--- config.mk ---
export PLATFORM = sky130hd
export DESIGN_NAME = crc_framed_command_parser
export DESIGN_NICKNAME = d
export VERILOG_FILES = /design/src/design/crcp_pkg.sv /design/src/design/crc_framed_command_parser.sv /design/src/design/crcp_ctrl.sv /design/src/design/crcp_dpath.sv
export SDC_FILE = /design/constraint.sdc
export NUM_CORES = 1
export LEC_CHECK = 0
export BUFFER_PORTS_ARGS = -buffer_cell sky130_fd_sc_hd__buf_2
export CELL_PAD_IN_SITES_DETAIL_PLACEMENT = 0
export CELL_PAD_IN_SITES_GLOBAL_PLACEMENT = 1
export CORE_MARGIN = 5
export CORE_UTILIZATION = 53
export CTS_BUF_LIST = sky130_fd_sc_hd__clkbuf_16
export DETAILED_ROUTE_END_ITERATION = 6
export PLACE_DENSITY_LB_ADDON = 0.12
export SYNTH_ARGS = -nofsm -noshare
export SYNTH_HDL_FRONTEND = slang
export SYNTH_HIERARCHICAL = 1
export SYNTH_SLANG_ARGS = --single-unit
--- constraint.sdc ---
create_clock -name clock -period 5 [get_ports clock]
set_input_delay 0.5 -clock clock [delete_from_list [all_inputs] [get_ports clock]]
set_output_delay 0.5 -clock clock [all_outputs]
set_load 0.005 [all_outputs]
--- src/design/crcp_pkg.sv ---
`default_nettype none
// ----------------------------------------------------------------------------
// crcp_pkg: shared definitions for the framed command parser
// Sync bytes, CRC constants, result status codes and the command and status
// bundles that pass between the controller and the datapath.
// ----------------------------------------------------------------------------
package crcp_pkg;

   // Frame delimiters and CRC-16/CCITT-FALSE settings.
   localparam logic [7:0]  SYNC_A          = 8'hAA;
   localparam logic [7:0]  SYNC_B          = 8'h55;
   localparam logic [15:0] CRC_INIT        = 16'hFFFF;
   localparam logic [15:0] CRC_POLY        = 16'h1021;

   // Default largest payload in bytes; the body adds one command id byte.
   localparam int          MAX_PAYLOAD_DEF = 64;

   // Result status codes.
   localparam logic        STATUS_OK       = 1'b0;
   localparam logic        STATUS_CRC_ERR  = 1'b1;

   // Commands from the controller to the datapath.
   typedef struct packed {
      logic len_load;          // Take the length byte, restart CRC and write pointer.
      logic body_write;        // Store a body byte and fold it into the CRC.
      logic crc_lo_load;       // Take the low CRC byte.
      logic crc_hi_load;       // Take the high CRC byte.
      logic emit_start;        // Prefetch the first payload byte.
      logic out_load_single;   // Load the empty-payload or CRC error result.
      logic out_load_payload;  // Load the next payload result.
   } ctl_cmd_type;

   // Status from the datapath to the controller.
   typedef struct packed {
      logic len_ok;            // Length byte lies in the legal range.
      logic body_done;         // Current body byte is the last one.
      logic crc_match;         // Received CRC equals the computed CRC.
      logic count_zero;        // Frame has no payload bytes.
      logic emit_last;         // Payload result being loaded is the final one.
      logic out_free;          // Output register can take a new beat.
   } dp_sts_type;

   // One byte step of the MSB-first CRC-16 with polynomial 0x1021.
   function automatic logic [15:0] crc_step(input logic [15:0] crc,
                                            input logic [7:0]  data);
      logic [15:0] c;
      c = crc ^ {data, 8'h00};
      for (int k = 0; k < 8; k++) begin
         c = c[15] ? ((c << 1) ^ CRC_POLY) : (c << 1);
      end
      return c;
   endfunction

endpackage
`default_nettype wire

--- src/design/crc_framed_command_parser.sv ---
`default_nettype none
// ----------------------------------------------------------------------------
// crc_framed_command_parser: byte-serial command frame parser
// Finds 0xAA 0x55 frames with a length byte, body and little-endian
// CRC-16/CCITT-FALSE and returns payload, empty-payload or CRC error results.
// ----------------------------------------------------------------------------
//
//   channel   direction   handshake               beat
//   req_      in          req_valid / req_stall   one received byte
//   rsp_      out         rsp_valid / rsp_stall   one payload result or error
//
// Each received byte is taken as it arrives while the frame is parsed.
// After the high CRC byte of a good frame with a payload, input is stalled
// while payload results are walked out: the first payload byte is prefetched
// from the body memory read port as the high CRC byte is taken, then one
// payload result leaves per cycle from that port unless the result side stalls.
// A stall on the result side holds the output register and, through it,
// the payload walk and the high CRC byte.
// Reset returns the parser to the sync hunt; the body memory is not cleared.
//
module crc_framed_command_parser #(
   parameter int MAX_PAYLOAD = crcp_pkg::MAX_PAYLOAD_DEF
) (
   input  wire logic         clock,
   input  wire logic         reset,
   input  wire logic         req_valid,
   output logic              req_stall,
   input  wire logic [7:0]   req_rx_byte,
   output logic              rsp_valid,
   input  wire logic         rsp_stall,
   output logic              rsp_status,
   output logic [7:0]        rsp_command_id,
   output logic [6:0]        rsp_payload_count,
   output logic [5:0]        rsp_byte_index,
   output logic [7:0]        rsp_payload_byte,
   output logic [15:0]       rsp_received_crc,
   output logic [15:0]       rsp_computed_crc,
   output logic              rsp_last
);
   import crcp_pkg::*;

   ctl_cmd_type cmd;
   dp_sts_type  sts;

   // Controller.
   crcp_ctrl u_ctrl (
      .clock       (clock),
      .reset       (reset),
      .req_valid   (req_valid),
      .req_stall   (req_stall),
      .req_rx_byte (req_rx_byte),
      .sts         (sts),
      .cmd         (cmd)
   );

   // Datapath.
   crcp_dpath #(
      .MAX_PAYLOAD (MAX_PAYLOAD)
   ) u_dpath (
      .clock             (clock),
      .reset             (reset),
      .req_rx_byte       (req_rx_byte),
      .cmd               (cmd),
      .sts               (sts),
      .rsp_valid         (rsp_valid),
      .rsp_stall         (rsp_stall),
      .rsp_status        (rsp_status),
      .rsp_command_id    (rsp_command_id),
      .rsp_payload_count (rsp_payload_count),
      .rsp_byte_index    (rsp_byte_index),
      .rsp_payload_byte  (rsp_payload_byte),
      .rsp_received_crc  (rsp_received_crc),
      .rsp_computed_crc  (rsp_computed_crc),
      .rsp_last          (rsp_last)
   );

   // A result is loaded only when the output register has room.
   a_load_room: assert property (@(posedge clock) disable iff (reset)
      (cmd.out_load_single || cmd.out_load_payload) |-> sts.out_free)
      else $error("result loaded over a waiting beat");

   // The payload walk starts with input held off.
   a_walk_stall: assert property (@(posedge clock) disable iff (reset)
      cmd.emit_start |=> req_stall)
      else $error("input accepted during payload walk");

   // An error result is a single beat with an empty payload byte.
   a_err_shape: assert property (@(posedge clock) disable iff (reset)
      (rsp_valid && (rsp_status == STATUS_CRC_ERR)) |->
         (rsp_last && (rsp_payload_byte == 8'd0) && (rsp_byte_index == 6'd0)))
      else $error("malformed CRC error result");

endmodule
`default_nettype wire

--- src/design/crcp_ctrl.sv ---
`default_nettype none
// ----------------------------------------------------------------------------
// crcp_ctrl: frame parser controller
// Tracks the frame phase, accepts input beats and sequences the datapath
// through length, body, CRC and payload result generation.
// ----------------------------------------------------------------------------
module crcp_ctrl (
   input  wire logic                  clock,
   input  wire logic                  reset,
   input  wire logic                  req_valid,
   output logic                       req_stall,
   input  wire logic [7:0]            req_rx_byte,
   input  wire crcp_pkg::dp_sts_type  sts,
   output crcp_pkg::ctl_cmd_type      cmd
);
   import crcp_pkg::*;

   typedef enum logic [2:0] {
      ST_SYNC_A,
      ST_SYNC_B,
      ST_LENGTH,
      ST_BODY,
      ST_CRC_LO,
      ST_CRC_HI,
      ST_EMIT
   } state_type;

   state_type state_ff;
   state_type state_in;
   logic      accept;

   // Input is held off while payload results are walked out, and at the CRC
   // high byte until the output register has room for a result.
   always_comb begin
      req_stall = (state_ff == ST_EMIT) || ((state_ff == ST_CRC_HI) && !sts.out_free);
   end

   assign accept = req_valid && !req_stall;

   // Next state and datapath commands.
   always_comb begin
      state_in = state_ff;
      cmd      = '0;
      unique case (state_ff)
         ST_SYNC_A: begin
            if (accept && (req_rx_byte == SYNC_A)) begin
               state_in = ST_SYNC_B;
            end
         end
         ST_SYNC_B: begin
            if (accept) begin
               state_in = (req_rx_byte == SYNC_B) ? ST_LENGTH : ST_SYNC_A;
            end
         end
         ST_LENGTH: begin
            if (accept) begin
               if (sts.len_ok) begin
                  cmd.len_load = 1'b1;
                  state_in     = ST_BODY;
               end else begin
                  state_in = ST_SYNC_A;
               end
            end
         end
         ST_BODY: begin
            if (accept) begin
               cmd.body_write = 1'b1;
               if (sts.body_done) begin
                  state_in = ST_CRC_LO;
               end
            end
         end
         ST_CRC_LO: begin
            if (accept) begin
               cmd.crc_lo_load = 1'b1;
               state_in        = ST_CRC_HI;
            end
         end
         ST_CRC_HI: begin
            if (accept) begin
               cmd.crc_hi_load = 1'b1;
               if (sts.crc_match && !sts.count_zero) begin
                  cmd.emit_start = 1'b1;
                  state_in       = ST_EMIT;
               end else begin
                  cmd.out_load_single = 1'b1;
                  state_in            = ST_SYNC_A;
               end
            end
         end
         ST_EMIT: begin
            if (sts.out_free) begin
               cmd.out_load_payload = 1'b1;
               if (sts.emit_last) begin
                  state_in = ST_SYNC_A;
               end
            end
         end
         default: begin
            state_in = ST_SYNC_A;
         end
      endcase
   end

   // State register.
   always_ff @(posedge clock) begin
      if (reset) begin
         state_ff <= ST_SYNC_A;
      end else begin
         state_ff <= state_in;
      end
   end

endmodule
`default_nettype wire

--- src/design/crcp_dpath.sv ---
`default_nettype none
// ----------------------------------------------------------------------------
// crcp_dpath: frame parser datapath
// Holds the frame length, body memory, running CRC, received CRC, payload
// walk index and the output register of the result channel.
// ----------------------------------------------------------------------------
module crcp_dpath #(
   parameter int MAX_PAYLOAD = crcp_pkg::MAX_PAYLOAD_DEF
) (
   input  wire logic                   clock,
   input  wire logic                   reset,
   input  wire logic [7:0]             req_rx_byte,
   input  wire crcp_pkg::ctl_cmd_type  cmd,
   output crcp_pkg::dp_sts_type        sts,
   output logic                        rsp_valid,
   input  wire logic                   rsp_stall,
   output logic                        rsp_status,
   output logic [7:0]                  rsp_command_id,
   output logic [6:0]                  rsp_payload_count,
   output logic [5:0]                  rsp_byte_index,
   output logic [7:0]                  rsp_payload_byte,
   output logic [15:0]                 rsp_received_crc,
   output logic [15:0]                 rsp_computed_crc,
   output logic                        rsp_last
);
   import crcp_pkg::*;

   localparam int BODY_DEPTH = MAX_PAYLOAD + 1;
   localparam int LW         = $clog2(BODY_DEPTH + 1);
   localparam int AW         = $clog2(BODY_DEPTH);

   logic [7:0]    body_mem [BODY_DEPTH];
   logic [7:0]    mem_q_ff;
   logic          rd_en;
   logic [AW-1:0] rd_addr;

   logic [LW-1:0] frame_len_ff;
   logic [LW-1:0] wpos_ff;
   logic [LW-1:0] emit_idx_ff;
   logic [LW-1:0] count;
   logic [LW-1:0] idx_plus2;
   logic [7:0]    count8;
   logic [7:0]    idx8;
   logic [7:0]    cmd_id_ff;
   logic [15:0]   crc_ff;
   logic [7:0]    crc_lo_ff;
   logic [15:0]   crc_rx_ff;
   logic [15:0]   crc_rx;

   logic          rsp_valid_ff;
   logic          status_ff;
   logic [7:0]    command_id_ff;
   logic [6:0]    payload_count_ff;
   logic [5:0]    byte_index_ff;
   logic [7:0]    payload_byte_ff;
   logic [15:0]   received_crc_ff;
   logic [15:0]   computed_crc_ff;
   logic          last_ff;

   // Status toward the controller.
   assign count     = frame_len_ff - LW'(1);
   assign idx_plus2 = emit_idx_ff + LW'(2);
   assign crc_rx    = {req_rx_byte, crc_lo_ff};

   always_comb begin
      sts.len_ok     = (req_rx_byte != 8'd0) && (req_rx_byte <= 8'(BODY_DEPTH));
      sts.body_done  = (LW'(wpos_ff + LW'(1)) == frame_len_ff);
      sts.crc_match  = (crc_rx == crc_ff);
      sts.count_zero = (count == '0);
      sts.emit_last  = (LW'(emit_idx_ff + LW'(1)) == count);
      sts.out_free   = !rsp_valid_ff || !rsp_stall;
   end

   // Frame length, write pointer, command id, CRC and walk index.
   always_ff @(posedge clock) begin
      if (reset) begin
         frame_len_ff <= '0;
         wpos_ff      <= '0;
         crc_ff       <= CRC_INIT;
      end else begin
         if (cmd.len_load) begin
            frame_len_ff <= LW'(req_rx_byte);
            wpos_ff      <= '0;
            crc_ff       <= CRC_INIT;
         end else if (cmd.body_write) begin
            wpos_ff <= wpos_ff + LW'(1);
            crc_ff  <= crc_step(crc_ff, req_rx_byte);
         end
      end
   end

   always_ff @(posedge clock) begin
      if (cmd.body_write && (wpos_ff == '0)) begin
         cmd_id_ff <= req_rx_byte;
      end
      if (cmd.crc_lo_load) begin
         crc_lo_ff <= req_rx_byte;
      end
      if (cmd.crc_hi_load) begin
         crc_rx_ff <= crc_rx;
      end
      if (cmd.emit_start) begin
         emit_idx_ff <= '0;
      end else if (cmd.out_load_payload) begin
         emit_idx_ff <= emit_idx_ff + LW'(1);
      end
   end

   // Body memory: one write port, one registered read port that walks ahead
   // of the output register by one payload byte.
   assign rd_en   = cmd.emit_start || (cmd.out_load_payload && !sts.emit_last);
   assign rd_addr = cmd.emit_start ? AW'(1) : idx_plus2[AW-1:0];

   always_ff @(posedge clock) begin
      if (cmd.body_write) begin
         body_mem[wpos_ff[AW-1:0]] <= req_rx_byte;
      end
      if (rd_en) begin
         mem_q_ff <= body_mem[rd_addr];
      end
   end

   // Output register of the result channel.
   assign count8 = 8'(count);
   assign idx8   = 8'(emit_idx_ff);

   always_ff @(posedge clock) begin
      if (reset) begin
         rsp_valid_ff <= 1'b0;
      end else if (cmd.out_load_single || cmd.out_load_payload) begin
         rsp_valid_ff <= 1'b1;
      end else if (!rsp_stall) begin
         rsp_valid_ff <= 1'b0;
      end
   end

   always_ff @(posedge clock) begin
      if (cmd.out_load_single) begin
         status_ff        <= sts.crc_match ? STATUS_OK : STATUS_CRC_ERR;
         payload_count_ff <= count8[6:0];
         byte_index_ff    <= '0;
         payload_byte_ff  <= '0;
         received_crc_ff  <= crc_rx;
         last_ff          <= 1'b1;
      end else if (cmd.out_load_payload) begin
         status_ff        <= STATUS_OK;
         payload_count_ff <= count8[6:0];
         byte_index_ff    <= idx8[5:0];
         payload_byte_ff  <= mem_q_ff;
         received_crc_ff  <= crc_rx_ff;
         last_ff          <= sts.emit_last;
      end
   end

   // Command id and computed CRC are captured with each result beat.
   always_ff @(posedge clock) begin
      if (cmd.out_load_single || cmd.out_load_payload) begin
         command_id_ff   <= cmd_id_ff;
         computed_crc_ff <= crc_ff;
      end
   end

   assign rsp_valid         = rsp_valid_ff;
   assign rsp_status        = status_ff;
   assign rsp_command_id    = command_id_ff;
   assign rsp_payload_count = payload_count_ff;
   assign rsp_byte_index    = byte_index_ff;
   assign rsp_payload_byte  = payload_byte_ff;
   assign rsp_received_crc  = received_crc_ff;
   assign rsp_computed_crc  = computed_crc_ff;
   assign rsp_last          = last_ff;

endmodule
`default_nettype wire

==> impl_metrics.prom <==
# TYPE chip_impl_metric gauge
chip_impl_metric{name="critPathRequiredTime",unit="ns"} 5.34
chip_impl_info{name="endpoint_kind_of_the_worst_setup_timing_path",value="register"} 1
chip_impl_info{name="run_status",value="completed"} 1
chip_impl_metric{name="period_share",unit="%"} 93.0
chip_impl_metric{name="synth_area_in_xor_xnor",unit="%"} 2.26
chip_impl_info{name="timing.hold.worst.class",value="in -> reg"} 1
chip_impl_metric{name="synth_enable_flop_cells",unit=""} 608
chip_impl_metric{name="synthDominantCellAreaShare",unit="%"} 66.5
chip_impl_info{name="dominant_combinational_cell_family_by_area_after_synthesis",value="compound AO/OA/AOI/OAI gates"} 1
chip_impl_metric{name="cap_violations",unit=""} 0
chip_impl_info{name="synth.top_cells.by_area",value="sky130_fd_sc_hd__edfxtp_1 67%, sky130_fd_sc_hd__mux2i_1 5.9%, sky130_fd_sc_hd__dfxtp_1 4.1%"} 1
chip_impl_metric{name="gp_congestion",unit=""} 0.848
chip_impl_metric{name="count_of_hold_buffers_inserted_by_post_cts_repair",unit=""} 0
chip_impl_metric{name="place.port_buffers",unit=""} 76
chip_impl_metric{name="detailedPlacementHpwl",unit="mm"} 46.5
chip_impl_metric{name="timing.final.crit_period",unit="ns"} 4.65
chip_impl_info{name="synth_largest_area_cell",value="sky130_fd_sc_hd__edfxtp_1"} 1
chip_impl_metric{name="cts_resized",unit=""} 0
chip_impl_metric{name="nNetsFinal",unit=""} 1952
chip_impl_metric{name="max-slew-margin-rel",unit="%"} 3.92
chip_impl_metric{name="clkLatencyLatePin",unit="ns"} 0.61
chip_impl_metric{name="fillers",unit=""} 4011
chip_impl_metric{name="flow.area_growth_from_synthesis",unit="%"} 12.4
chip_impl_metric{name="final_antenna_net_count",unit=""} 0
chip_impl_metric{name="core-area",unit="um^2"} 51300
chip_impl_metric{name="postSynthAreaPerCell",unit="um^2"} 14.9
chip_impl_metric{name="ys_seq_elements",unit=""} 664
chip_impl_metric{name="synth-adder-area-share",unit="%"} 0.274
chip_impl_metric{name="synth-warning-count",unit=""} 6
chip_impl_metric{name="grt_antenna_before_repair",unit=""} 1
chip_impl_metric{name="top_fanout_value_on_the_critical_path",unit=""} 31
chip_impl_metric{name="dieArea",unit="um^2"} 56400
chip_impl_metric{name="final_max_slew_viol_count",unit=""} 0
chip_impl_metric{name="number_of_buffers_created_by_cts",unit=""} 71
chip_impl_metric{name="postCtsSetupBuffers",unit=""} 0
chip_impl_metric{name="grt_pass1_wl",unit="mm"} 108
chip_impl_metric{name="max_clock_freq",unit="MHz"} 215
chip_impl_metric{name="stdcell_count",unit=""} 2669
chip_impl_metric{name="drive_gt1_share",unit="%"} 14.9
chip_impl_info{name="critical_path.startpoint_type",value="register"} 1
chip_impl_metric{name="setup-violations-final",unit=""} 0
chip_impl_info{name="cts_root_buffer",value="sky130_fd_sc_hd__clkbuf_16"} 1
chip_impl_metric{name="worst_setup_hold_path_clk_slew",unit="ns"} 0.06
chip_impl_metric{name="final_core_utilization",unit="%"} 60.1
chip_impl_metric{name="synth_compound_area_share",unit="%"} 9.89
chip_impl_metric{name="post_synth_num_cell_types",unit=""} 85
chip_impl_info{name="post-synth-top-count-cell",value="sky130_fd_sc_hd__edfxtp_1"} 1
chip_impl_metric{name="hold_slack",unit="ns"} 0.265
chip_impl_metric{name="synth_seq_area_share",unit="%"} 70.6
chip_impl_metric{name="die_height",unit="um"} 238
chip_impl_metric{name="clock_tree.buffer_depth",unit=""} 3
chip_impl_metric{name="total_power_draw",unit="mW"} 11.3
chip_impl_metric{name="cts-htree-levels",unit=""} 3
chip_impl_info{name="clock_tree_from_tritoncts",value="yes"} 1
chip_impl_info{name="yosys-top-cells-count",value="608 x sky130_fd_sc_hd__edfxtp_1, 163 x sky130_fd_sc_hd__mux2i_1, 116 x sky130_fd_sc_hd__nand2_1"} 1
chip_impl_metric{name="number_of_vias_per_cell_after_detailed_routing",unit=""} 6.31
chip_impl_metric{name="grt-ovfl-total",unit=""} 0
chip_impl_info{name="synthFlopType",value="sky130_fd_sc_hd__edfxtp_1"} 1
chip_impl_metric{name="global_route.usage.total",unit="%"} 25.7
chip_impl_metric{name="drt_iter0_drc",unit=""} 1734
chip_impl_metric{name="grt_pass1_vias",unit=""} 16200
chip_impl_metric{name="timing.setup.tns",unit="ns"} 0
chip_impl_metric{name="power-per-cell-area",unit="nW/um^2"} 366
chip_impl_metric{name="route.detailed.drc",unit=""} 0
chip_impl_metric{name="synthesis.nets",unit=""} 1857
chip_impl_metric{name="synth_simple_gate_area_share",unit="%"} 7.08
chip_impl_metric{name="cell_area_synth",unit="um^2"} 27400
chip_impl_metric{name="timing_worst_slew_pin_value",unit="ns"} 1.44
chip_impl_metric{name="max-vdd-ir-drop",unit="V"} 0.000245
chip_impl_metric{name="clock_sink_count",unit=""} 664
chip_impl_metric{name="maximum_number_of_pins_on_one_net_before_global_route_repair",unit=""} 73
chip_impl_metric{name="io-pin-count",unit=""} 77
chip_impl_metric{name="finalHoldViolCount",unit=""} 0
chip_impl_metric{name="multi_input_comb_area",unit="um^2"} 7390
chip_impl_metric{name="vias",unit=""} 16800
chip_impl_metric{name="synth_cells",unit=""} 1839
chip_impl_info{name="rsz_0062_raised_after_global_routing",value="no"} 1
chip_impl_info{name="worstHoldStart",value="reset"} 1
chip_impl_metric{name="sequential_cell_area",unit="um^2"} 19400
chip_impl_metric{name="finalClockSkew",unit="ns"} 0.0295
chip_impl_metric{name="arrival",unit="ns"} 4.99
chip_impl_info{name="critPathLaunch",value="u_dpath/frame_len_ff[0]"} 1
chip_impl_metric{name="drt_first_pass_iters",unit=""} 6
chip_impl_metric{name="placement_rows",unit=""} 83
chip_impl_info{name="r2r_start",value="u_dpath/frame_len_ff[0]"} 1
chip_impl_metric{name="total_leakage_power",unit="nW"} 9.68
chip_impl_metric{name="synth_mux_area_share",unit="%"} 7.26
chip_impl_metric{name="routedWlPerCell",unit="um"} 27.4
chip_impl_metric{name="floorplan.initialDensity",unit="%"} 53.5
chip_impl_metric{name="numPlacedInstances",unit=""} 2541
chip_impl_metric{name="fp.dieW",unit="um"} 238
chip_impl_metric{name="routed_wirelength",unit="mm"} 73.3
chip_impl_info{name="worstSetupPathType",value="reg -> reg"} 1
chip_impl_metric{name="asyncSetResetFlopFracSynth",unit="%"} 0
cell type report:
class                   instances  share of cell area (%)
well taps                     680                    2.76
flip-flops and latches        664                    62.8
repair buffers                143                    2.94
clock inverters                54                    1.40
diodes                          1                 0.00811
clock buffers                  73                    5.92
inverters                      15                   0.183
multi-input cells            1039                    23.9
cell families after synthesis:
kind of cell             Yosys count
flip-flops                       664
AND/OR/NAND/NOR                  396
AO/OA/AOI/OAI                    379
multiplexers                     188
buffers and inverters            136
XOR/XNOR                          70
adder cells (fa/ha/maj)            6
report_power, final:
part	leakage, nW	internal [mW]	switching (mW)	total, mW
combinational	2.65	0.0245	0.118	0.142
sequential	5.89	6.04	0.0000734	6.04
clock	1.14	3.01	2.09	5.10
total	9.68	9.07	2.21	11.3
state kept, by name, summed over array words and instances, names as in the netlist:
register	count
u_dpath/mem_q_ff	8
u_dpath/cmd_id_ff	8
u_dpath/rsp_payload_count	7
u_dpath/body_mem	520
u_dpath/rsp_byte_index	6
u_dpath/wpos_ff	7
u_dpath/rsp_received_crc	16
u_dpath/rsp_valid	1
u_dpath/rsp_last	1
u_dpath/rsp_status	1
u_dpath/rsp_computed_crc	16
u_dpath/emit_idx_ff	7
u_ctrl/state_ff	3
u_dpath/rsp_payload_byte	8
u_dpath/rsp_command_id	8
u_dpath/crc_rx_ff	16
u_dpath/frame_len_ff	7
u_dpath/crc_lo_ff	8
u_dpath/crc_ff	16
stage by stage:
| stage | worst slack (ns) | instance area (um^2) |
|---|---|---|
| after floorplan | 1.32 | 27400 |
| after global routing | 0.107 | 30800 |
| after detailed placement | 0.315 | 28600 |
| after global placement | 0.264 | 28600 |
| after CTS | 0.403 | 30800 |
| final | 0.349 | 30800 |
worst max-delay path, stage by stage, from the launching register on:
cell                       delay, ns
sky130_fd_sc_hd__dfxtp_1        0.44
sky130_fd_sc_hd__inv_1          0.11
sky130_fd_sc_hd__ha_1           0.25
sky130_fd_sc_hd__xor2_1         0.18
sky130_fd_sc_hd__or3b_2         0.48
sky130_fd_sc_hd__nor4_1         0.23
sky130_fd_sc_hd__nand2b_1       0.22
sky130_fd_sc_hd__nor2_4         0.10
sky130_fd_sc_hd__buf_4          0.28
sky130_fd_sc_hd__and3b_1        0.92
sky130_fd_sc_hd__a22oi_1        0.35
sky130_fd_sc_hd__nand2_1        0.17
sky130_fd_sc_hd__o32ai_1        0.14
sky130_fd_sc_hd__o221ai_1       0.32
sky130_fd_sc_hd__o211ai_1       0.16
routing by layer:
layer,global-route usage [%],vias to the layer above,routed length (um)
li1,-,7377,-
met1,37.5,8583,31200
met5,0,-,0
met2,40.8,765,34800
met3,4.08,109,5600
met4,7.33,0,1710
final timing paths:
path / slack (ns) / end / cells after the start
hold / removal: 0.27 / u_dpath/frame_len_ff[4] / 2
setup reg to reg: 0.35 / u_dpath/mem_q_ff[3] / 14
setup / recovery: 0.35 / u_dpath/mem_q_ff[3] / 14
hold reg to reg: 0.41 / u_dpath/rsp_command_id[0] / 0
cells in the final DEF (no fill, tap or decap), types with 20 or more instances in the layout:
cell type / count
sky130_fd_sc_hd__xnor2_1: 38
sky130_fd_sc_hd__a21oi_1: 66
sky130_fd_sc_hd__a22o_1: 27
sky130_fd_sc_hd__a221oi_1: 54
sky130_fd_sc_hd__clkbuf_16: 73
sky130_fd_sc_hd__xor2_1: 31
sky130_fd_sc_hd__edfxtp_1: 608
sky130_fd_sc_hd__nand2b_1: 29
sky130_fd_sc_hd__nor3_1: 28
sky130_fd_sc_hd__clkinv_1: 20
sky130_fd_sc_hd__nand2_1: 116
sky130_fd_sc_hd__buf_2: 76
sky130_fd_sc_hd__o211ai_1: 20
sky130_fd_sc_hd__buf_4: 65
sky130_fd_sc_hd__inv_1: 24
sky130_fd_sc_hd__nand3_1: 20
sky130_fd_sc_hd__nor2_1: 110
sky130_fd_sc_hd__a211oi_1: 31
sky130_fd_sc_hd__mux2i_1: 163
sky130_fd_sc_hd__dfxtp_1: 54
sky130_fd_sc_hd__o21ai_0: 64
(Power assumes the default switching activity.)
